$ cat config.mk
export PLATFORM = sky130hd
export DESIGN_NAME = rmq_sqrt_stage
export DESIGN_NICKNAME = d
export VERILOG_FILES = /design/src/hw/rtl/rmq_pkg.sv /design/src/hw/rtl/rmq_sqrt_stage.sv
export SDC_FILE = /design/constraint.sdc
export NUM_CORES = 1
export LEC_CHECK = 0
export BUFFER_PORTS_ARGS = -buffer_cell sky130_fd_sc_hd__buf_2
export CELL_PAD_IN_SITES_DETAIL_PLACEMENT = 1
export CELL_PAD_IN_SITES_GLOBAL_PLACEMENT = 1
export CORE_ASPECT_RATIO = 0.8
export CORE_UTILIZATION = 35
export CTS_BUF_LIST = sky130_fd_sc_hd__clkbuf_4 sky130_fd_sc_hd__clkbuf_8
export DETAILED_ROUTE_END_ITERATION = 6
export GPL_ROUTABILITY_DRIVEN = 0
export HOLD_SLACK_MARGIN = 0.1
export PLACE_DENSITY = 0.87
export REMOVE_ABC_BUFFERS = 1
export SKIP_LAST_GASP = 1
export SLEW_MARGIN = 20
export SYNTH_ARGS = -nofsm -noshare
export SYNTH_HDL_FRONTEND = slang
export SYNTH_SLANG_ARGS = --single-unit
$ cat constraint.sdc
create_clock -name clk_i -period 5.7 [get_ports clk_i]
set_clock_uncertainty 0.1 [all_clocks]
set_input_delay 0.285 -clock clk_i [delete_from_list [all_inputs] [get_ports clk_i]]
set_output_delay 0.285 -clock clk_i [all_outputs]
set_load 0.005 [all_outputs]
$ cat src/hw/rtl/rmq_pkg.sv
package rmq_pkg;

  // Number format of matrix elements and quaternion components.
  localparam int FRAC_BITS = 16;
  localparam int DW        = 18;

  // Signed width of trace and radicand terms; radicand stays below 2^(SR_W-1).
  localparam int SR_W = ((FRAC_BITS + 2 > 20) ? FRAC_BITS + 2 : 20) + 1;
  // Width of the sqrt operand (radicand << FRAC_BITS), rounded up to even.
  localparam int N_W  = SR_W - 1 + FRAC_BITS;
  localparam int S_W  = (N_W + 1) / 2;
  localparam int NP   = 2 * S_W;

  // Off-diagonal sums and differences: signed width and magnitude width.
  localparam int DS_W  = DW + 1;
  localparam int MAG_W = DW + 1;

  // Divider: dividend (mag << FRAC_BITS) + s, quotient bits kept.
  localparam int DV_W = MAG_W + FRAC_BITS + 1;
  localparam int Q_W  = DW;
  localparam int CW   = (DV_W > S_W + 1 + Q_W) ? DV_W : S_W + 1 + Q_W;

  // Pipeline registers from an accepted request to its result.
  localparam int LATENCY = 2 + S_W + 1 + Q_W + 1;

  localparam logic signed [SR_W-1:0] ONE_S = SR_W'(1) << FRAC_BITS;
  localparam logic [DW-1:0] OUT_POS = {1'b0, {(DW-1){1'b1}}};
  localparam logic [DW-1:0] OUT_NEG = {1'b1, {(DW-1){1'b0}}};
  localparam logic [S_W-1:0] HALF_MAX = S_W'(OUT_POS);

  // Which output slot takes the half square root.
  typedef enum logic [1:0] {
    H_W = 2'd0,
    H_X = 2'd1,
    H_Y = 2'd2,
    H_Z = 2'd3
  } hsel_e;

  // Largest diagonal element.
  typedef enum logic [1:0] {
    AX_0 = 2'd0,
    AX_1 = 2'd1,
    AX_2 = 2'd2
  } axis_e;

  // Item inside the square root stages.
  typedef struct packed {
    logic [NP-1:0]           n;
    logic [S_W+1:0]          rem;
    logic [S_W-1:0]          root;
    logic [2:0]              neg;
    logic [2:0][MAG_W-1:0]   mag;
    hsel_e                   hsel;
    logic                    zero;
  } sq_t;

  // Item inside the divider stages.
  typedef struct packed {
    logic [S_W:0]            den;
    logic [2:0][CW-1:0]      rem;
    logic [2:0][Q_W-1:0]     quo;
    logic [2:0]              sat;
    logic [2:0]              neg;
    logic [DW-2:0]           half;
    hsel_e                   hsel;
    logic                    zero;
  } dv_t;

endpackage

$ cat src/hw/rtl/rmq_sqrt_stage.sv
module rmq_sqrt_stage (
  input  logic         clk_i,
  input  logic         rst_ni,
  input  logic         valid_i,
  output logic         stall_o,
  input  rmq_pkg::sq_t item_i,
  output logic         valid_o,
  input  logic         stall_i,
  output rmq_pkg::sq_t item_o
);
  import rmq_pkg::*;

  sq_t  d, q;
  logic v_q;
  logic [S_W+3:0] acc, trial;

  assign stall_o = v_q && stall_i;
  assign valid_o = v_q;
  assign item_o  = q;

  // One root bit per stage: bring down two operand bits and try the subtract.
  always_comb begin
    d     = item_i;
    acc   = {item_i.rem, item_i.n[NP-1 -: 2]};
    trial = {2'b00, item_i.root, 2'b01};
    d.n   = {item_i.n[NP-3:0], 2'b00};
    if (acc >= trial) begin
      d.rem  = (S_W+2)'(acc - trial);
      d.root = {item_i.root[S_W-2:0], 1'b1};
    end else begin
      d.rem  = acc[S_W+1:0];
      d.root = {item_i.root[S_W-2:0], 1'b0};
    end
  end

  always_ff @(posedge clk_i or negedge rst_ni) begin
    if (!rst_ni) begin
      v_q <= 1'b0;
    end else if (!stall_o) begin
      v_q <= valid_i;
    end
  end

  always_ff @(posedge clk_i) begin
    if (!stall_o) begin
      q <= d;
    end
  end

endmodule

# Word level (Yosys, flattened, before mapping)
# Index checks and enable logic that the tools add are counted.
# totals
regBits	136
latch_bits	0
ram_bits	0
mem_bits_ro	0
in_bits	141
out_inout_bits	139
wordCells	14
n_memories	0
# classes
add_sub_neg	1
n_mul	0
div_mod_pow	0
order_cmp	1
eq_ne	0
shifts	0
mux	1
bitwise	0
n_reduce_logical	1
# op_table
cell	count
38-bit 2-to-1 mux	1
22-bit by 20-bit greater-or-equal comparator with 1-bit output	1
20-bit subtractor	1
1-bit logical AND	1

# Depth between registers and ports, before layout
# logic_depth
depth_word	2
mapped_depth	10
depth_no_buf	8

# Worst setup path before layout
# Ideal clock, no wire load.
# synth_timing
kind	register to output
start	reg v_q, in the netlist valid_o
end	out stall_o
t_arrival_ns	3.473
required_time_ns	5.315
setup_slack_ns	1.842
stages_incl_launch_ff	3
path_buffers	0
path_cell_list	dfrtp_1 -> nand2_1 -> inv_1
# synth_between
elab_chain_len	1
# synth_lines
element	line	rtl
from (decl)	rmq_sqrt_stage.sv:14	logic v_q;
from (signal assigned)	rmq_sqrt_stage.sv:40	v_q <= valid_i;
1-bit logical AND	rmq_sqrt_stage.sv:17	assign stall_o = v_q && stall_i;
to (decl)	rmq_sqrt_stage.sv:5	output logic stall_o,
# Every way passes these cells.

==> metrics.cfg <==
[outcome]
status = finished, final reports clean

[worst_setup_path]
startpoint = item_i[70]
r2r_start = valid_o
worstSetupPathType = in2reg
path_depth = 11
slowest_stage = o211ai_2
r2r_slack_ns = 3.73
end_kind = flop
crit_end = item_o[84]
cp_slowest_stage_delay_ns = 0.75
path_cells = dlygate4sd3_1 -> buf_2 -> inv_1 -> ha_1 -> a21oi_2 -> o21ai_1 -> a211o_1 -> a21o_1 -> o211ai_2 -> buf_4 -> mux2_4
reg2regPathDepth = 2
crit_buf_inv = 4
cp_max_fo = 11
cp.required_ns = 5.80
path_delay_family = compound AO/OA/AOI/OAI gates
startpoint_type = input pin
r2r_end = item_o[129]
critPathArrivalTime_ns = 3.71

[detailed_routing]
drcViolationCount = 0
viasPerCell = 4.92
routed_wl_mm = 23.9
vias = 4852
final_antenna_net_count = 0
drtIter0Drc = 316
dr.pass1.iters = 4
routedWlPerCell_um = 24.2

[cts]
clkLatencyLatePin_ns = 0.46
cts-resized-gates = 0
cts_hold_buf = 135
cts.sinks = 136
htreeDepth = 4
cts_buffers = 17
post-cts-setup-buffers = 0
cts_root_buf = clkbuf_8
cts_tree = yes
clock_path_buffers = 2
clkTransAtPathRegs_ns = 0.08

[min_path]
holdPathStages = 3
hp-class = in2reg
min-delay-start = item_i[136]

[timing]
finalCriticalPeriod_ns = 3.61
setup_viol = 0
max_slew_margin = 0.393
period_share = 0.633
finalHoldViolations = 0
rsz0062_at_grt = no
tightest_slew_ns = 0.908
slew_violations = 0
tns_ns = 0
max_freq_mhz = 277
hold_slack_ns = 0.182

[synthesis]
yosys.cell_count.top_type = edfxtp_1
yosysTopAreaCell = edfxtp_1
ys_top_cells_by_count = 135 x edfxtp_1, 28 x inv_1, 20 x ha_1
synth_top_area_share = 0.731
synthArstFlopShare = 0.00735
yosysWarningCount = 0
synth_cell_types = 44
synth-seq-cells = 136
synth_area_um2 = 5550
seq_area_frac_synth = 0.736
synth_edf_count = 135
synthTopCellsByArea = edfxtp_1 73%, mux2_4 4.6%, ha_1 4.5%, inv_1 1.9%, xnor2_1 1.4%
synth_ff_type = edfxtp_1
syn_inst = 333
synth_area_per_cell_um2 = 16.7

[global_route]
grt_pass1_vias = 5294
antenna_found_initial = 0
overflow = 0
grt_max_degree = 57
grtUsageTotal = 0.294
grt_first_pass_wirelength_mm = 34.2

[floorplan]
dieArea_um2 = 16400
rows = 40
ios = 280
initial_core_util = 0.363
die_h_um = 115
die_x_um = 143
core_um2 = 15300

[flow_run]
maxCapViolations = 0

[placed_design]
io_buffers = 277
place_hpwl_mm = 13.2

[finish]
regArea_um2 = 4080
drive_above_1_share = 0.433
n_antenna_cell = 0
final_util = 0.587
multi_input_area_um2 = 1320
nets = 924
syn_to_final_growth_pct = 61.5
fillers = 1555

[pwr]
pwr_density_cell_nw_per_um2 = 293
total_power_mw = 2.62
peakVddDrop_v = 0.000115
p_leak_nw = 3.94

## worst min path at each step
stage	end	slack [ns]
global route	item_o[82]	0.18
finish	item_o[82]	0.18
global placement	valid_o	-0.04
floorplan	valid_o	-0.11
detailed placement	valid_o	-0.04
CTS	item_o[81]	0.11
## logic make-up (layout without fill, tap and decap cells)
| group | after synthesis | in the layout | synth area share |
|---|---|---|---|
| AOI/OAI and AO/OA | 54 | 54 | 0.0657 |
| and+or+nand+nor | 50 | 50 | 0.0445 |
| DFF | 136 | 136 | 0.736 |
| buffers and inverters | 34 | 476 | 0.0284 |
| other | 1 | 2 | 0.000676 |
| muxes | 20 | 20 | 0.0517 |
| xor gates and xnor gates | 18 | 18 | 0.0284 |
| adders and majority gates | 20 | 20 | 0.0451 |
## worst reg2reg max path, cell delays in order, from the launching register on
cell	delay (ns)
dfrtp_1	0.43
nand2_4	0.35
buf_4	0.66
## cells in the final DEF, fill, tap and decap left out, drive strengths merged, types with 2 or more instances in the layout
| cell | n |
|---|---|
| buf | 280 |
| a31oi | 2 |
| or4 | 2 |
| nand2b | 2 |
| o21a | 4 |
| o21ai | 9 |
| nor4 | 4 |
| clkinv | 3 |
| bufinv | 3 |
| conb | 2 |
| ha | 20 |
| nor2 | 12 |
| inv | 31 |
| mux2i | 2 |
| dlygate4sd3 | 136 |
| nor3 | 6 |
| nand4 | 2 |
| clkbuf | 19 |
| a211oi | 5 |
| o31ai | 4 |
| nand2 | 11 |
| or3 | 2 |
| mux2 | 18 |
| a21oi | 17 |
| nand3 | 6 |
| clkinvlp | 4 |
| nor2b | 2 |
| xor2 | 9 |
| o211ai | 4 |
| edfxtp | 135 |
| a221o | 2 |
| a21o | 2 |
| xnor2 | 9 |
## cell type report
class | count | area share
sequential | 136 | 0.455
timing repair buffer | 416 | 0.309
multi-input combinational | 164 | 0.147
tap | 210 | 0.0293
clock buffer | 19 | 0.0278
clock inverter | 13 | 0.0190
inverter | 28 | 0.0117
## metrics by stage
step           setup slack, ns  std cells  cell area [um^2]
5_1_grt                   2.00        986              8960
6_report                  2.09        986              8960
4_1_cts                   2.17        985              8950
3_5_place_dp              2.23        818              7180
2_1_floorplan             1.84        328              5500
3_3_place_gp              2.32        818              7180
## flip-flops by register name (all words and copies together) (netlist names)
register and cells:
item_o 135, valid_o 1
## per-layer routing
layer	up-vias	share of wire	wire, um	GRT usage
met5	-	0	0	0
met4	0	0.038	908	0.132
met3	73	0.073	1750	0.0937
met2	285	0.51	12100	0.523
met1	2372	0.38	9150	0.320
li1	2122	-	-	-
## power breakdown
group / total (mW) / internal (mW) / switching [mW]
sequential: 1.25 / 1.21 / 0.0364
combinational: 0.495 / 0.251 / 0.245
clock: 0.878 / 0.448 / 0.430
Note: power is estimated with default switching activity, not from simulation.
