**config.mk**
```make
export PLATFORM = sky130hd
export DESIGN_NAME = rmq_div_stage
export DESIGN_NICKNAME = d
export VERILOG_FILES = /design/src/hw/rtl/rmq_pkg.sv /design/src/hw/rtl/rmq_div_stage.sv
export SDC_FILE = /design/constraint.sdc
export NUM_CORES = 1
export LEC_CHECK = 0
export BUFFER_PORTS_ARGS = -buffer_cell sky130_fd_sc_hd__buf_2
export CAP_MARGIN = 10
export CORE_AREA = 2 2 167 169
export DETAILED_ROUTE_END_ITERATION = 8
export DIE_AREA = 0 0 169 171
export MAX_ROUTING_LAYER = met4
export PLACE_DENSITY = 0.65
export SLEW_MARGIN = 20
export SYNTH_ARGS = -nofsm -noshare
export SYNTH_HDL_FRONTEND = slang
export SYNTH_SLANG_ARGS = --single-unit
```
**constraint.sdc**
```tcl
create_clock -name clk_i -period 7.6 [get_ports clk_i]
set_input_delay 0.38 -clock clk_i [delete_from_list [all_inputs] [get_ports clk_i]]
set_output_delay 0.38 -clock clk_i [all_outputs]
set_load 0.02 [all_outputs]
```
**src/hw/rtl/rmq_pkg.sv**
```systemverilog
package rmq_pkg;

  // Number format of matrix elements and quaternion components.
  localparam int FRAC_BITS = 16;
  localparam int DW        = 18;

  // Signed width of trace and radicand terms; radicand stays below 2^(SR_W-1).
  localparam int SR_W = ((FRAC_BITS + 2 > 20) ? FRAC_BITS + 2 : 20) + 1;
  // Width of the sqrt operand (radicand << FRAC_BITS), rounded up to even.
  localparam int N_W  = SR_W - 1 + FRAC_BITS;
  localparam int S_W  = (N_W + 1) / 2;
  localparam int NP   = 2 * S_W;

  // Off-diagonal sums and differences: signed width and magnitude width.
  localparam int DS_W  = DW + 1;
  localparam int MAG_W = DW + 1;

  // Divider: dividend (mag << FRAC_BITS) + s, quotient bits kept.
  localparam int DV_W = MAG_W + FRAC_BITS + 1;
  localparam int Q_W  = DW;
  localparam int CW   = (DV_W > S_W + 1 + Q_W) ? DV_W : S_W + 1 + Q_W;

  // Pipeline registers from an accepted request to its result.
  localparam int LATENCY = 2 + S_W + 1 + Q_W + 1;

  localparam logic signed [SR_W-1:0] ONE_S = SR_W'(1) << FRAC_BITS;
  localparam logic [DW-1:0] OUT_POS = {1'b0, {(DW-1){1'b1}}};
  localparam logic [DW-1:0] OUT_NEG = {1'b1, {(DW-1){1'b0}}};
  localparam logic [S_W-1:0] HALF_MAX = S_W'(OUT_POS);

  // Which output slot takes the half square root.
  typedef enum logic [1:0] {
    H_W = 2'd0,
    H_X = 2'd1,
    H_Y = 2'd2,
    H_Z = 2'd3
  } hsel_e;

  // Largest diagonal element.
  typedef enum logic [1:0] {
    AX_0 = 2'd0,
    AX_1 = 2'd1,
    AX_2 = 2'd2
  } axis_e;

  // Item inside the square root stages.
  typedef struct packed {
    logic [NP-1:0]           n;
    logic [S_W+1:0]          rem;
    logic [S_W-1:0]          root;
    logic [2:0]              neg;
    logic [2:0][MAG_W-1:0]   mag;
    hsel_e                   hsel;
    logic                    zero;
  } sq_t;

  // Item inside the divider stages.
  typedef struct packed {
    logic [S_W:0]            den;
    logic [2:0][CW-1:0]      rem;
    logic [2:0][Q_W-1:0]     quo;
    logic [2:0]              sat;
    logic [2:0]              neg;
    logic [DW-2:0]           half;
    hsel_e                   hsel;
    logic                    zero;
  } dv_t;

endpackage

```
**src/hw/rtl/rmq_div_stage.sv**
```systemverilog
module rmq_div_stage #(
  parameter int BIT = 0
) (
  input  logic         clk_i,
  input  logic         rst_ni,
  input  logic         valid_i,
  output logic         stall_o,
  input  rmq_pkg::dv_t item_i,
  output logic         valid_o,
  input  logic         stall_i,
  output rmq_pkg::dv_t item_o
);
  import rmq_pkg::*;

  dv_t  d, q;
  logic v_q;
  logic [CW-1:0] dsh;

  assign stall_o = v_q && stall_i;
  assign valid_o = v_q;
  assign item_o  = q;

  // One quotient bit per stage for all three lanes.
  always_comb begin
    d   = item_i;
    dsh = CW'(item_i.den) << BIT;
    for (int l = 0; l < 3; l++) begin
      if (item_i.rem[l] >= dsh) begin
        d.rem[l]      = item_i.rem[l] - dsh;
        d.quo[l][BIT] = 1'b1;
      end
    end
  end

  always_ff @(posedge clk_i or negedge rst_ni) begin
    if (!rst_ni) begin
      v_q <= 1'b0;
    end else if (!stall_o) begin
      v_q <= valid_i;
    end
  end

  always_ff @(posedge clk_i) begin
    if (!stall_o) begin
      q <= d;
    end
  end

endmodule

```
; ---- Word level (Yosys, flattened, before mapping)
; Index checks and enable logic that the tools add are counted.
[totals]
ff_bits = 211
input_bits = 214
output_inout_bits = 212
elab_cells = 26
[op_classes]
addsub = 3
magnitude_cmp = 3
n_mux = 3
n_reduce_logical = 1
[ops]
columns = operator, n
row1 = $ge A37 B19 Y1, 3
row2 = $mux W37, 3
row3 = $sub A37 B19 Y37, 3
row4 = $logic_and A1 B1 Y1, 1

; ---- Longest topological paths before layout
[depth]
depth_word = 2
depth_mapped = 13
mapped_depth_nobuf = 11

; ---- Worst setup path after synthesis
; Ideal clock, no wire load.
[synth_path]
path_kind = register to output
from = reg v_q (netlist: valid_o)
to = out stall_o
arrival_ps = 5790
required_ps = 7220
slack_ps = 1430
path_stages_with_launch = 3
n_path_buf = 0
path_cell_list = dfrtp_1 > nand2_1 > inv_1
[synth_via]
elab_chain_cells = 1
[synth_lines]
columns = element, line_no
row1 = start: declaration, rmq_div_stage.sv:16  ; logic v_q;
row2 = start signal: assignment, rmq_div_stage.sv:39  ; v_q <= valid_i;
row3 = $logic_and A1 B1 Y1, rmq_div_stage.sv:19  ; assign stall_o = v_q && stall_i;
row4 = end: declaration, rmq_div_stage.sv:7  ; output logic stall_o,
; No other way between the ends.

==> summary.txt <==
Synthesis
  – Number of synthesis warnings: 0
  – Ys flop type: edfxtp_1
  – Post-Syn Nets: about 1,200
  – FFs w/ async S/R, synth: 0.00474
  – Mapped Cells: 930
  – Post-synth EDFFs: 210
  – #FFs+latches synth: 211
  – Distinct cells, synth: 71
  – Avg Cell Area, Syn: between 10 and 15 um2
  – Area leader, netlist: edfxtp_1
  – Synth top area cells: edfxtp_1 (57%), ha_1 (6.4%), xor2_1 (4.6%)
  – Syn Std Cell Area: between 10,000 and 15,000 um2
  – Register area share after synthesis: 0.569
  – Yosys top cell area share: 0.567

Power
  – Pint: approximately 2.3 mW
  – Net Sw Frac: 0.299
  – Reg power frac: 0.449
  – Combinational cell fraction of total power: 0.228
  – Leak: 6.39 nW
  – PD cells: roughly 220 nW/um2
  – VDD IR-drop max: ~130 uV
  – Clk network pwr share: 0.323
  – P_sw: slightly below 1 mW

GRT
  – Largest net degree at the start of global routing: 78
  – Initial antenna violation count: 7
  – First-pass GRT wire length: around 50 mm
  – Congestion Overflow GR: 0
  – Gr usage total: 0.228
  – Vias in the first global route: about 9,000

STA
  – Hold WS: approximately 27 ps
  – Post-route clock period utilization: 0.477
  – Fin Clk Skew: ~24 ps
  – Minimum clock period: 3630 ps
  – Final setup fails: 0
  – Final Slew Violations: 0
  – Worst Tran Pin Value: approximately 1200 ps
  – Final setup TNS: 0 ps
  – Unrepaired setup endpoints after global routing: no
  – Final hold viol count: 0
  – Max Fclk: 276 MHz
  – Worst slew margin: 0.221

Clock tree
  – Later-pin clock latency in the skew report: 530 ps
  – CTS tree: built
  – Clk root buf: clkbuf_16
  – Htree depth: 1
  – CTS Sinks: 211
  – Num CTS Buffers: 24
  – Clk buf depth: 3
  – Clk pin slew, worst setup/hold paths: 60 ps

Routing
  – Post-route ant nets: 0
  – DR pass1 iterations: 5
  – Number of remaining DRC errors: 0
  – DR vias: 9,448
  – Routed wire per std cell: 18.8 um
  – Drt total wl: between 30 and 40 mm
  – 1st-iter DRT viols: around 830
  – Vias/cell: between 5 and 6

Critical path
  – WS Path Type: input port to flop
  – Crit path from: item_i[195]
  – Crit path capture type: flop
  – FF-to-FF Start: valid_o$_DFFE_PN0N_
  – Worst-path maximum fanout: 37
  – CP required: 7860 ps
  – Startpoint Class: input port
  – Critical path arrival: 3890 ps

Place
  – Post-DP HPWL: 25.4 mm
  – Placer Congestion: a little over 0.9
  – IO Port Bufs: ~430

Floorplan
  – Full die area: roughly 29,000 um2
  – Initial Util: 0.407
  – Chip width: approximately 170 um
  – # rows: approximately 60
  – Core area: between 20,000 and 30,000 um2
  – Io pins: ~430
  – DIE HEIGHT: roughly 170 um

Outcome
  – Status: finished, final reports clean

Cells and area
  – Final net count: 1,702
  – Fillers: between 2,000 and 2,500
  – Area delta synth->final: 34.5%
  – Fin util: 0.548
  – Share of cells above drive strength 1: 0.337

Job
  – Max-Cap Viols: 0

Worst hold path
  – Hold path startpoint: item_i[68]
  – Tightest Hold Check Type: input port to flop
-- through the flow --
stage / power, mW / worst slack [ps] / area [um2] / cells
3_5_place_dp: 2.20 / 3550 / 13600 / 1683
5_1_grt: 3.41 / 3800 / 15000 / 1796
4_1_cts: 3.30 / 4090 / 14900 / 1789
2_1_floorplan: 1.93 / 1430 / 11100 / 930
3_3_place_gp: 2.19 / 3580 / 13600 / 1683
6_report: 3.26 / 3970 / 15000 / 1796
-- per-layer routing --
| metal | vias to the layer above | global-route usage | wire length (um) |
|---|---|---|---|
| li1 | 4539 | - | - |
| met2 | 399 | 0.385 | 16600 |
| met5 | - | - | 0 |
| met1 | 4454 | 0.276 | 13500 |
| met4 | 0 | 0.0669 | 949 |
| met3 | 56 | 0.0518 | 2740 |
-- logic make-up after synthesis --
group,share of synthesized area
simple gates,0.138
flops,0.569
compound gates,0.115
xor+xnor,0.0748
buf+inv,0.0264
fa+ha+maj,0.0695
mux,0.00776
-- path summary, 6_finish.rpt --
kind                       cells past startpoint  slack, ps                    end
max                                           11       3970   item_o[90]$_DFFE_PN_
min in group asynchronous                      2        160    valid_o$_DFFE_PN0N_
max in group asynchronous                      2       7350    valid_o$_DFFE_PN0N_
max reg2reg                                    2       5320  item_o[148]$_DFFE_PN_
min                                            1         30   item_o[68]$_DFFE_PN_
min reg2reg                                    2       1070    valid_o$_DFFE_PN0N_
-- power groups by stage --
stage / registers (mW) / clock network (mW) / logic (mW)
finish: 1.46 / 1.05 / 0.744
global route: 1.47 / 1.12 / 0.807
CTS: 1.46 / 1.09 / 0.746
detailed placement: 1.49 / 0 / 0.716
global placement: 1.49 / 0 / 0.709
floorplan: 1.66 / 0 / 0.278
-- worst max-delay path, cell delays in order --
cell and delay, ps:
buf_2 100, inv_1 120, ha_1 330, a211oi_1 280, nor2_1 100, o31ai_1 410, nand3_1 200, o31ai_1 610
o211a_1 540, buf_4 410, mux2_2 370
-- cell type report --
| class | instances | area, um2 | share of cell area |
|---|---|---|---|
| inverters | 41 | 154 | 0.0103 |
| diodes | 7 | 17.5 | 0.00117 |
| multi-input cells | 655 | 4520 | 0.302 |
| clock inverters | 13 | 82.6 | 0.00552 |
| well taps | 346 | 433 | 0.0289 |
| clock buffers | 28 | 616 | 0.0411 |
| flip-flops and latches | 211 | 6330 | 0.423 |
| repair buffers | 495 | 2820 | 0.188 |
-- cell usage after synthesis, drive strengths merged, types with 3 or more instances --
cell type	count
nand4	10
o21bai	3
a21oi	42
o21a	6
or4	8
and4b	3
or3	11
a2111oi	3
or2	5
a21boi	3
nand4b	8
nor2	38
nand2b	19
a31oi	11
clkbuf	11
o21ai	80
o2111ai	4
o41ai	3
fa	3
nor3	29
and3	4
buf	12
o211ai	4
nand3	17
ha	57
xnor2	36
nor2b	10
a211oi	4
nor4	22
nor4b	6
mux2	5
a21o	21
inv	41
nand2	86
xor2	59
nand3b	3
edfxtp	210
mux2i	3
o31ai	10
-- registers in the layout (all words and copies together) (netlist names) --
| name | cells |
|---|---|
| valid_o | 1 |
| item_o | 210 |
-- cells in the final DEF, fill, tap and decap left out, drive strengths merged, types with 38 or more instances in the layout --
master       netlist  layout
buf               12     430
edfxtp           210     210
nand2             86      86
o21ai             80      80
dlygate4sd3        0      65
xor2              59      59
ha                57      57
inv               41      43
a21oi             42      42
nor2              38      38
-- what timing repair did --
action | CTS | global route
endpoints found under the hold margin | 65 | 0
gates resized for setup | 0 | 0
buffers inserted | 0 | 0
hold buffers | 65 | 0
setup endpoints to repair | 0 | 0
Power figures use the tool's default switching activity.
