### src/hw/rtl/rmq_pkg.sv
package rmq_pkg;

  // Number format of matrix elements and quaternion components.
  localparam int FRAC_BITS = 16;
  localparam int DW        = 18;

  // Signed width of trace and radicand terms; radicand stays below 2^(SR_W-1).
  localparam int SR_W = ((FRAC_BITS + 2 > 20) ? FRAC_BITS + 2 : 20) + 1;
  // Width of the sqrt operand (radicand << FRAC_BITS), rounded up to even.
  localparam int N_W  = SR_W - 1 + FRAC_BITS;
  localparam int S_W  = (N_W + 1) / 2;
  localparam int NP   = 2 * S_W;

  // Off-diagonal sums and differences: signed width and magnitude width.
  localparam int DS_W  = DW + 1;
  localparam int MAG_W = DW + 1;

  // Divider: dividend (mag << FRAC_BITS) + s, quotient bits kept.
  localparam int DV_W = MAG_W + FRAC_BITS + 1;
  localparam int Q_W  = DW;
  localparam int CW   = (DV_W > S_W + 1 + Q_W) ? DV_W : S_W + 1 + Q_W;

  // Pipeline registers from an accepted request to its result.
  localparam int LATENCY = 2 + S_W + 1 + Q_W + 1;

  localparam logic signed [SR_W-1:0] ONE_S = SR_W'(1) << FRAC_BITS;
  localparam logic [DW-1:0] OUT_POS = {1'b0, {(DW-1){1'b1}}};
  localparam logic [DW-1:0] OUT_NEG = {1'b1, {(DW-1){1'b0}}};
  localparam logic [S_W-1:0] HALF_MAX = S_W'(OUT_POS);

  // Which output slot takes the half square root.
  typedef enum logic [1:0] {
    H_W = 2'd0,
    H_X = 2'd1,
    H_Y = 2'd2,
    H_Z = 2'd3
  } hsel_e;

  // Largest diagonal element.
  typedef enum logic [1:0] {
    AX_0 = 2'd0,
    AX_1 = 2'd1,
    AX_2 = 2'd2
  } axis_e;

  // Item inside the square root stages.
  typedef struct packed {
    logic [NP-1:0]           n;
    logic [S_W+1:0]          rem;
    logic [S_W-1:0]          root;
    logic [2:0]              neg;
    logic [2:0][MAG_W-1:0]   mag;
    hsel_e                   hsel;
    logic                    zero;
  } sq_t;

  // Item inside the divider stages.
  typedef struct packed {
    logic [S_W:0]            den;
    logic [2:0][CW-1:0]      rem;
    logic [2:0][Q_W-1:0]     quo;
    logic [2:0]              sat;
    logic [2:0]              neg;
    logic [DW-2:0]           half;
    hsel_e                   hsel;
    logic                    zero;
  } dv_t;

endpackage

### src/hw/rtl/rmq_front.sv
module rmq_front (
  input  logic                      clk_i,
  input  logic                      rst_ni,
  input  logic                      valid_i,
  output logic                      stall_o,
  input  logic signed [rmq_pkg::DW-1:0] m00_i,
  input  logic signed [rmq_pkg::DW-1:0] m01_i,
  input  logic signed [rmq_pkg::DW-1:0] m02_i,
  input  logic signed [rmq_pkg::DW-1:0] m10_i,
  input  logic signed [rmq_pkg::DW-1:0] m11_i,
  input  logic signed [rmq_pkg::DW-1:0] m12_i,
  input  logic signed [rmq_pkg::DW-1:0] m20_i,
  input  logic signed [rmq_pkg::DW-1:0] m21_i,
  input  logic signed [rmq_pkg::DW-1:0] m22_i,
  output logic                      valid_o,
  input  logic                      stall_i,
  output rmq_pkg::sq_t              item_o
);
  import rmq_pkg::*;

  typedef struct packed {
    logic signed [SR_W-1:0] trace;
    logic signed [DW-1:0]   d0;
    logic signed [DW-1:0]   d1;
    logic signed [DW-1:0]   d2;
    axis_e                  axis;
    logic signed [DS_W-1:0] dw0;
    logic signed [DS_W-1:0] dw1;
    logic signed [DS_W-1:0] dw2;
    logic signed [DS_W-1:0] s01;
    logic signed [DS_W-1:0] s02;
    logic signed [DS_W-1:0] s12;
  } fa_t;

  fa_t  a_d, a_q;
  logic a_v_q, a_stall;
  sq_t  b_d, b_q;
  logic b_v_q;
  logic signed [DW-1:0] dmax;
  logic signed [SR_W-1:0] di, dj, dk, rad;
  logic signed [DS_W-1:0] l0, l1, l2;

  assign a_stall = a_v_q && b_v_q && stall_i;
  assign stall_o = a_stall;
  assign valid_o = b_v_q;
  assign item_o  = b_q;

  // First stage: trace, largest diagonal, off-diagonal sums and differences.
  always_comb begin
    a_d.trace = SR_W'(m00_i) + SR_W'(m11_i) + SR_W'(m22_i);
    a_d.d0 = m00_i;
    a_d.d1 = m11_i;
    a_d.d2 = m22_i;
    dmax = (m11_i > m00_i) ? m11_i : m00_i;
    if (m22_i > dmax) begin
      a_d.axis = AX_2;
    end else if (m11_i > m00_i) begin
      a_d.axis = AX_1;
    end else begin
      a_d.axis = AX_0;
    end
    a_d.dw0 = DS_W'(m21_i) - DS_W'(m12_i);
    a_d.dw1 = DS_W'(m02_i) - DS_W'(m20_i);
    a_d.dw2 = DS_W'(m10_i) - DS_W'(m01_i);
    a_d.s01 = DS_W'(m01_i) + DS_W'(m10_i);
    a_d.s02 = DS_W'(m02_i) + DS_W'(m20_i);
    a_d.s12 = DS_W'(m12_i) + DS_W'(m21_i);
  end

  // Second stage: radicand, branch, lanes routed to the divider.
  always_comb begin
    di = SR_W'(a_q.d0);
    dj = SR_W'(a_q.d1);
    dk = SR_W'(a_q.d2);
    l0 = a_q.dw0;
    l1 = a_q.dw1;
    l2 = a_q.dw2;
    b_d.hsel = H_W;
    if (a_q.trace > 0) begin
      rad = a_q.trace + ONE_S;
    end else begin
      case (a_q.axis)
        AX_0: begin
          di = SR_W'(a_q.d0); dj = SR_W'(a_q.d1); dk = SR_W'(a_q.d2);
          b_d.hsel = H_X;
          l0 = a_q.dw0; l1 = a_q.s01; l2 = a_q.s02;
        end
        AX_1: begin
          di = SR_W'(a_q.d1); dj = SR_W'(a_q.d2); dk = SR_W'(a_q.d0);
          b_d.hsel = H_Y;
          l0 = a_q.dw1; l1 = a_q.s01; l2 = a_q.s12;
        end
        AX_2: begin
          di = SR_W'(a_q.d2); dj = SR_W'(a_q.d0); dk = SR_W'(a_q.d1);
          b_d.hsel = H_Z;
          l0 = a_q.dw2; l1 = a_q.s02; l2 = a_q.s12;
        end
        default: begin
          di = SR_W'(a_q.d0); dj = SR_W'(a_q.d1); dk = SR_W'(a_q.d2);
          b_d.hsel = H_X;
          l0 = a_q.dw0; l1 = a_q.s01; l2 = a_q.s02;
        end
      endcase
      rad = di - (dj + dk) + ONE_S;
    end
    b_d.zero = (rad <= 0);
    b_d.n    = b_d.zero ? '0 : NP'(rad[SR_W-2:0]) << FRAC_BITS;
    b_d.rem  = '0;
    b_d.root = '0;
    b_d.neg  = {l2[DS_W-1], l1[DS_W-1], l0[DS_W-1]};
    b_d.mag[0] = l0[DS_W-1] ? MAG_W'(-l0) : MAG_W'(l0);
    b_d.mag[1] = l1[DS_W-1] ? MAG_W'(-l1) : MAG_W'(l1);
    b_d.mag[2] = l2[DS_W-1] ? MAG_W'(-l2) : MAG_W'(l2);
  end

  // Valid bits of both stages.
  always_ff @(posedge clk_i or negedge rst_ni) begin
    if (!rst_ni) begin
      a_v_q <= 1'b0;
      b_v_q <= 1'b0;
    end else begin
      if (!a_stall) begin
        a_v_q <= valid_i;
      end
      if (!(b_v_q && stall_i)) begin
        b_v_q <= a_v_q;
      end
    end
  end

  // Payload of both stages.
  always_ff @(posedge clk_i) begin
    if (!a_stall) begin
      a_q <= a_d;
    end
    if (!(b_v_q && stall_i)) begin
      b_q <= b_d;
    end
  end

endmodule

### config.mk
export PLATFORM = sky130hd
export DESIGN_NAME = rmq_front
export DESIGN_NICKNAME = d
export VERILOG_FILES = /design/src/hw/rtl/rmq_pkg.sv /design/src/hw/rtl/rmq_front.sv
export SDC_FILE = /design/constraint.sdc
export NUM_CORES = 1
export LEC_CHECK = 0
export BUFFER_PORTS_ARGS = -buffer_cell sky130_fd_sc_hd__buf_2
export CAP_MARGIN = 20
export CORE_UTILIZATION = 50
export CTS_BUF_LIST = sky130_fd_sc_hd__clkbuf_8
export CTS_CLUSTER_SIZE = 20
export DETAILED_ROUTE_END_ITERATION = 16
export PLACE_DENSITY = 0.75
export SLEW_MARGIN = 20
export SYNTH_ARGS = -nofsm -noshare
export SYNTH_HDL_FRONTEND = slang
export SYNTH_SLANG_ARGS = --single-unit
### constraint.sdc
create_clock -name clk_i -period 7.8 [get_ports clk_i]
set_input_delay 1.17 -clock clk_i [delete_from_list [all_inputs] [get_ports clk_i]]
set_output_delay 1.17 -clock clk_i [all_outputs]
set_load 0.02 [all_outputs]
Word level (Yosys, flattened, before mapping). Cells that the tools add are included. Widths: inputs -> output; s select.

Register bits after elaboration: 291. Output and inout bits: 139. Word-level logic and storage cells: 68. Bits of input ports: 166.

Mux-type cells: 19. Reductions and logical operators: 4. Add/subtract/negate cells: 15. Magnitude comparators: 4. Equality and inequality tests: 2.

Operator list (count): $pmux 21 s2 (3); $mux 19 (5); $mux 21 (4); $add 18x18->19 (4); $mux 18 (4); $neg 19->19 (3); $sub 18x18->19 (3); $pmux 19 s2 (1); $gt 18x18->1 (2); $add 20x18->21 const B (1); $add 21x18->21 const B (1); $add 21x21->21 (1); $le 21x1->1 const B (1); $sub 21x21->21 (1); $add 19x18->20 (1); $gt 20x1->1 const B (1); $pmux 2 s2 (1); $logic_and 1x1->1 (3); $eq 2x1->1 const B (1); $eq 2x2->1 const B (1); $reduce_or 2->1 (1); $mux 1 (1).

Depth between registers and ports, before layout.
Word-level depth: 8. Mapped depth: 26. Gate-level depth less buffers: 21.

Least setup slack after synthesis. OpenSTA, ideal clock, no wires.

Path type: input to output. Start: input stall_i. End: output stall_o. Path slack: -0.300 ns. Buffers on the path: 0. Data required time: 6.630 ns. Stages: 2. Data arrival time: 6.930 ns. Cells stage by stage: nand3_1 -> inv_1.

Longest elaborated chain between the ends: 1.

Ends and longest elaborated chain: start: declaration (RTL line rmq_front.sv:16) `input logic stall_i,`; $logic_and 1x1->1 (RTL line rmq_front.sv:43) `assign a_stall = a_v_q && b_v_q && stall_i;`; end: declaration (RTL line rmq_front.sv:5) `output logic stall_o,`.

No other way between the ends.

Worst setup path after layout.
Start: register a_q[114] in the netlist's numbering. End: register b_q, in the netlist item_o[128] (data pin).

Longest elaborated chain between the ends: 8. Elaborated cells between the ends (all ways): 13.

Ends and longest elaborated chain: start: declaration (RTL line rmq_front.sv:35) `fa_t a_d, a_q;`; start signal: assignment (RTL line rmq_front.sv:134) `a_q <= a_d;`; $eq 2x2->1 / $eq 2x1->1 (equally long branches) (RTL line rmq_front.sv:82) `case (a_q.axis)`; $pmux 21 s2 (RTL line rmq_front.sv:82); $mux 21 (RTL line rmq_front.sv:79) `if (a_q.trace > 0) begin`; $add 21x21->21 (RTL line rmq_front.sv:104) `rad = di - (dj + dk) + ONE_S;`; $sub 21x21->21 (*) (RTL line rmq_front.sv:104); $add 21x18->21 (*) (RTL line rmq_front.sv:104); $mux 21 (*) (RTL line rmq_front.sv:79); $le 21x1->1 (RTL line rmq_front.sv:106) `b_d.zero = (rad <= 0);`; end signal: assignment (RTL line rmq_front.sv:137) `b_q <= b_d;`; end: declaration (RTL line rmq_front.sv:37) `sq_t b_d, b_q;`.

Mark *: on every way between the ends. The rest lies on a longest branch, timed or not. The select of a mux whose other input is x is not followed. A chain may end at the register's enable or synchronous reset.

==> summary.md <==
| Metric | Value |
|---|---|
| Outcome | completed |
| IR drop worst, VDD | 0.276 mV |
| Sequential fraction of the synthesis area | 38.2% |
| Topmost layer with routed signal wires | met5 |
| Clock skew | 36.3 ps |
| Routed wire length per instance | 19.7 um |
| Sw frac | 44.8% |
| Slew of the pin with the lowest slew margin | 1060 ps |
| Delay contributed by the slowest stage of the critical path | 720 ps |
| CTS Root Buffer Type | clkbuf_8 |
| Critical-path cell with the highest stage delay | buf_4 |
| Type of element capturing the critical path | flip-flop |
| Ratio of final minimum period to clock period | 72.0% |
| Area of the core | 42,000 um^2 |
| Leading post-synthesis cells by instance count | edfxtp_1, ha_1, inv_1, o21ai_0, nor2_1 |
| Routed length on met2 | 26,500 um |
| Number of hold-slack violations in the final timing report | 0 |
| Setup violations, final | 0 |
| Worst slew margin relative to its limit | 29.5% |
| Count of mapped cells out of synthesis | 2,110 |
| Critical path arrival | 5920 ps |
| Number of placement rows | 75 |
| Tot GR Track Use | 25.9% |
| Starting utilization of the core area | 50.8% |
| Data required time at the worst endpoint | 8100 ps |
| Portion of total power attributed to the clock network | 14.6% |
| Resized Gates After CTS | 0 |
| Fraction of layout instances using a drive strength above 1 | 16.2% |
| Most common cell in the synthesized netlist | edfxtp_1 |
| Cell accounting for the most synthesized area | edfxtp_1 |
| DRT met1 WL | 24,000 um |
| Final wirelength | 57,400 um |
| # Max-Cap Violations | 0 |
| Min-delay worst type | input pin to asynchronous set/reset pin |
| TritonCTS Buffers | 48 |
| Placer's final routability congestion estimate | 0.936 |
| Crit Path Max Fanout | 72 |
| Synthesized area per cell | 10.1 um^2 |
| I/O pin total | 305 |
| PnR worst setup slack | 2190 ps |
| Worst path cell trace | inv_1 -> ha_4 -> buf_4 -> a221o_1 -> o21ai_0 -> fa_1 -> ha_1 -> ha_1 -> o21a_1 -> o31a_1 -> o21ba_2 -> a311o_1 -> nand4_1 -> a21o_1 -> a32o_2 -> and2_1 -> nor2_1 |
| Number of buffers on the longest clock path | 3 |
| Fillers | 3,677 |
| First-pass GRT wire length | 87,900 um |
| Critical path class | flip-flop to flip-flop |
| Internal Pwr Total | 5.14 mW |
| Later-pin clock latency in the skew report | 590 ps |
| Post-cts hold buffer count | 0 |
| Max-slew violation count | 0 |
| Largest net degree at the start of global routing | 78 |
| Leak | 10.2 nW |
| Beginning of the worst register-to-register path | a_q[114] |
| Post-Synthesis Cell Area | 21,400 um^2 |
| Estimated wirelength of the detail-placed design | 44,800 um |
| Remaining global-route overflow | 0 |
| Main area contributors after synthesis | edfxtp_1, ha_1, xnor2_1 |
| Post-CTS Setup Bufs | 0 |
| Iteration-0 DRC Markers | 1,312 |
| Post-layout minimum cycle time | 5610 ps |
| Proportion of netlist area held by the largest area contributor | 38.0% |
| Overall die width | 209 um |
| H-Tree Level Count | 2 |
| Multi-input combinational cell area | 11,900 um^2 |
| Length of the first detailed-routing pass in iterations | 5 |
| Number of port buffers | 250 |
| Overall die area | 43,500 um^2 |
| Count of state elements after synthesis | 272 |
| DIE HEIGHT | 209 um |
| Placed Area | 22,800 um^2 |
| Number of antenna violations at the first check in global routing | 2 |
| Crit path launch type | flip-flop |
| Crit path max-delay family | adder cells |
| Max frequency | 178 MHz |
| Buf+Inv Stages, Crit Path | 2 |
| Power density cells | 392 nW/um^2 |
| Critical path launch point | a_q[114] |
| Total via count in the routed design | 16,900 |
| Vias in the first global route | 16,500 |
| Share of flip-flops with an asynchronous set or reset after synthesis | 0.735% |
| YS warnings | 0 |
| Number of nets in the layout | 2,754 |
| Vias per inst | 5.78 |
| Clock tree from TritonCTS | done |
| Combinational group share of total power | 58.0% |
| DP Worst Slack | 1740 ps |
| Setup repair after global routing missed its margin | false |
| Most repeated library cell on the critical path | ha_1 |
| Synth unique cells | 85 |
| Remaining antenna violation count after routing | 0 |
| Post-route standard cell area excluding fillers | 23,800 um^2 |
| TNS Setup | 0 ps |
| Sequential cell area | 8160 um^2 |
| Routed length on met3 | 4240 um |
| Sequential share of power | 27.5% |
| Switching pwr | 4.18 mW |
| Number of synthesized flops with an enable pin | 270 |
| Clk pin slew, worst setup/hold paths | 60 ps |
| Layout overhead on the synthesized area | 11.4% |
| Top_reg_cell synth | edfxtp_1 |
| DRC | 0 |
| Total number of clock tree sinks | 272 |
==> power by group through the flow <==
stage          sequential, mW  clock (mW)  combinational [mW]
5_1_grt                  2.59        1.44                5.98
2_1_floorplan            2.70           0                3.76
3_3_place_gp             2.58           0                5.22
3_5_place_dp             2.58           0                5.32
4_1_cts                  2.56        1.38                5.37
6_report                 2.56        1.36                5.40
==> metrics by stage <==
stage	total power [mW]	hold WS, ps	std cells	util, %
floorplan	6.47	456	2163	-
global placement	7.80	511	2828	54.2
detailed placement	7.90	512	2828	54.2
CTS	9.30	344	2916	56.5
global route	10.0	360	2917	56.6
finish	9.33	384	2917	56.6
==> final timing paths <==
| check | endpoint | slack (ps) | cells after the start |
|---|---|---|---|
| setup reg to reg | item_o[128] | 2190 | 17 |
| max in group asynchronous | valid_o | 7320 | 1 |
| hold reg to reg | valid_o | 540 | 1 |
| min in group clk_i | valid_o | 540 | 1 |
| setup / recovery | item_o[128] | 2190 | 17 |
| hold / removal | a_v_q | 380 | 1 |
==> kinds of logic (layout without fill, tap and decap cells) <==
family	after synthesis	count (layout)	synth area share, %
flops	272	272	38.2
fa+ha+maj	249	249	16.1
compound gates	545	545	17.0
buf+inv	321	535	7.07
xor+xnor	158	158	6.48
other cells	1	55	0.0176
simple gates	490	490	11.6
mux	74	74	3.49
==> sequential cells by signal (all words and copies together) (netlist names) <==
| register | flops |
|---|---|
| a_v_q | 1 |
| valid_o | 1 |
| item_o | 83 |
| a_q | 187 |
==> cells in the final DEF (no fill, tap or decap), drive strengths merged, types with 29 or more instances in the layout <==
| master | count |
|---|---|
| a21oi | 133 |
| a221o | 43 |
| a22oi | 33 |
| buf | 262 |
| clkbuf | 50 |
| conb | 54 |
| edfxtp | 270 |
| fa | 44 |
| ha | 205 |
| inv | 189 |
| mux2i | 70 |
| nand2 | 94 |
| nand3 | 29 |
| nor2 | 146 |
| nor3 | 48 |
| o21ai | 159 |
| xnor2 | 128 |
| xor2 | 30 |
==> final cells by class <==
type | count | share of cell area, %
Antenna cell | 1 | 0.0105
Multi-Input combinational cell | 1570 | 50.2
Sequential cell | 272 | 34.3
Clock buffer | 50 | 2.89
Inverter | 185 | 2.92
Timing Repair Buffer | 262 | 5.64
Tap cell | 539 | 2.84
Clock inverter | 38 | 1.19
==> metal layers <==
layer  vias up  global-route usage, %
li1       8039                      -
met1      8043                   33.4
met2       644                   42.1
met3       142                   4.90
met4         2                   12.6
met5         -                      0
Note: power is estimated with default switching activity, not from simulation.
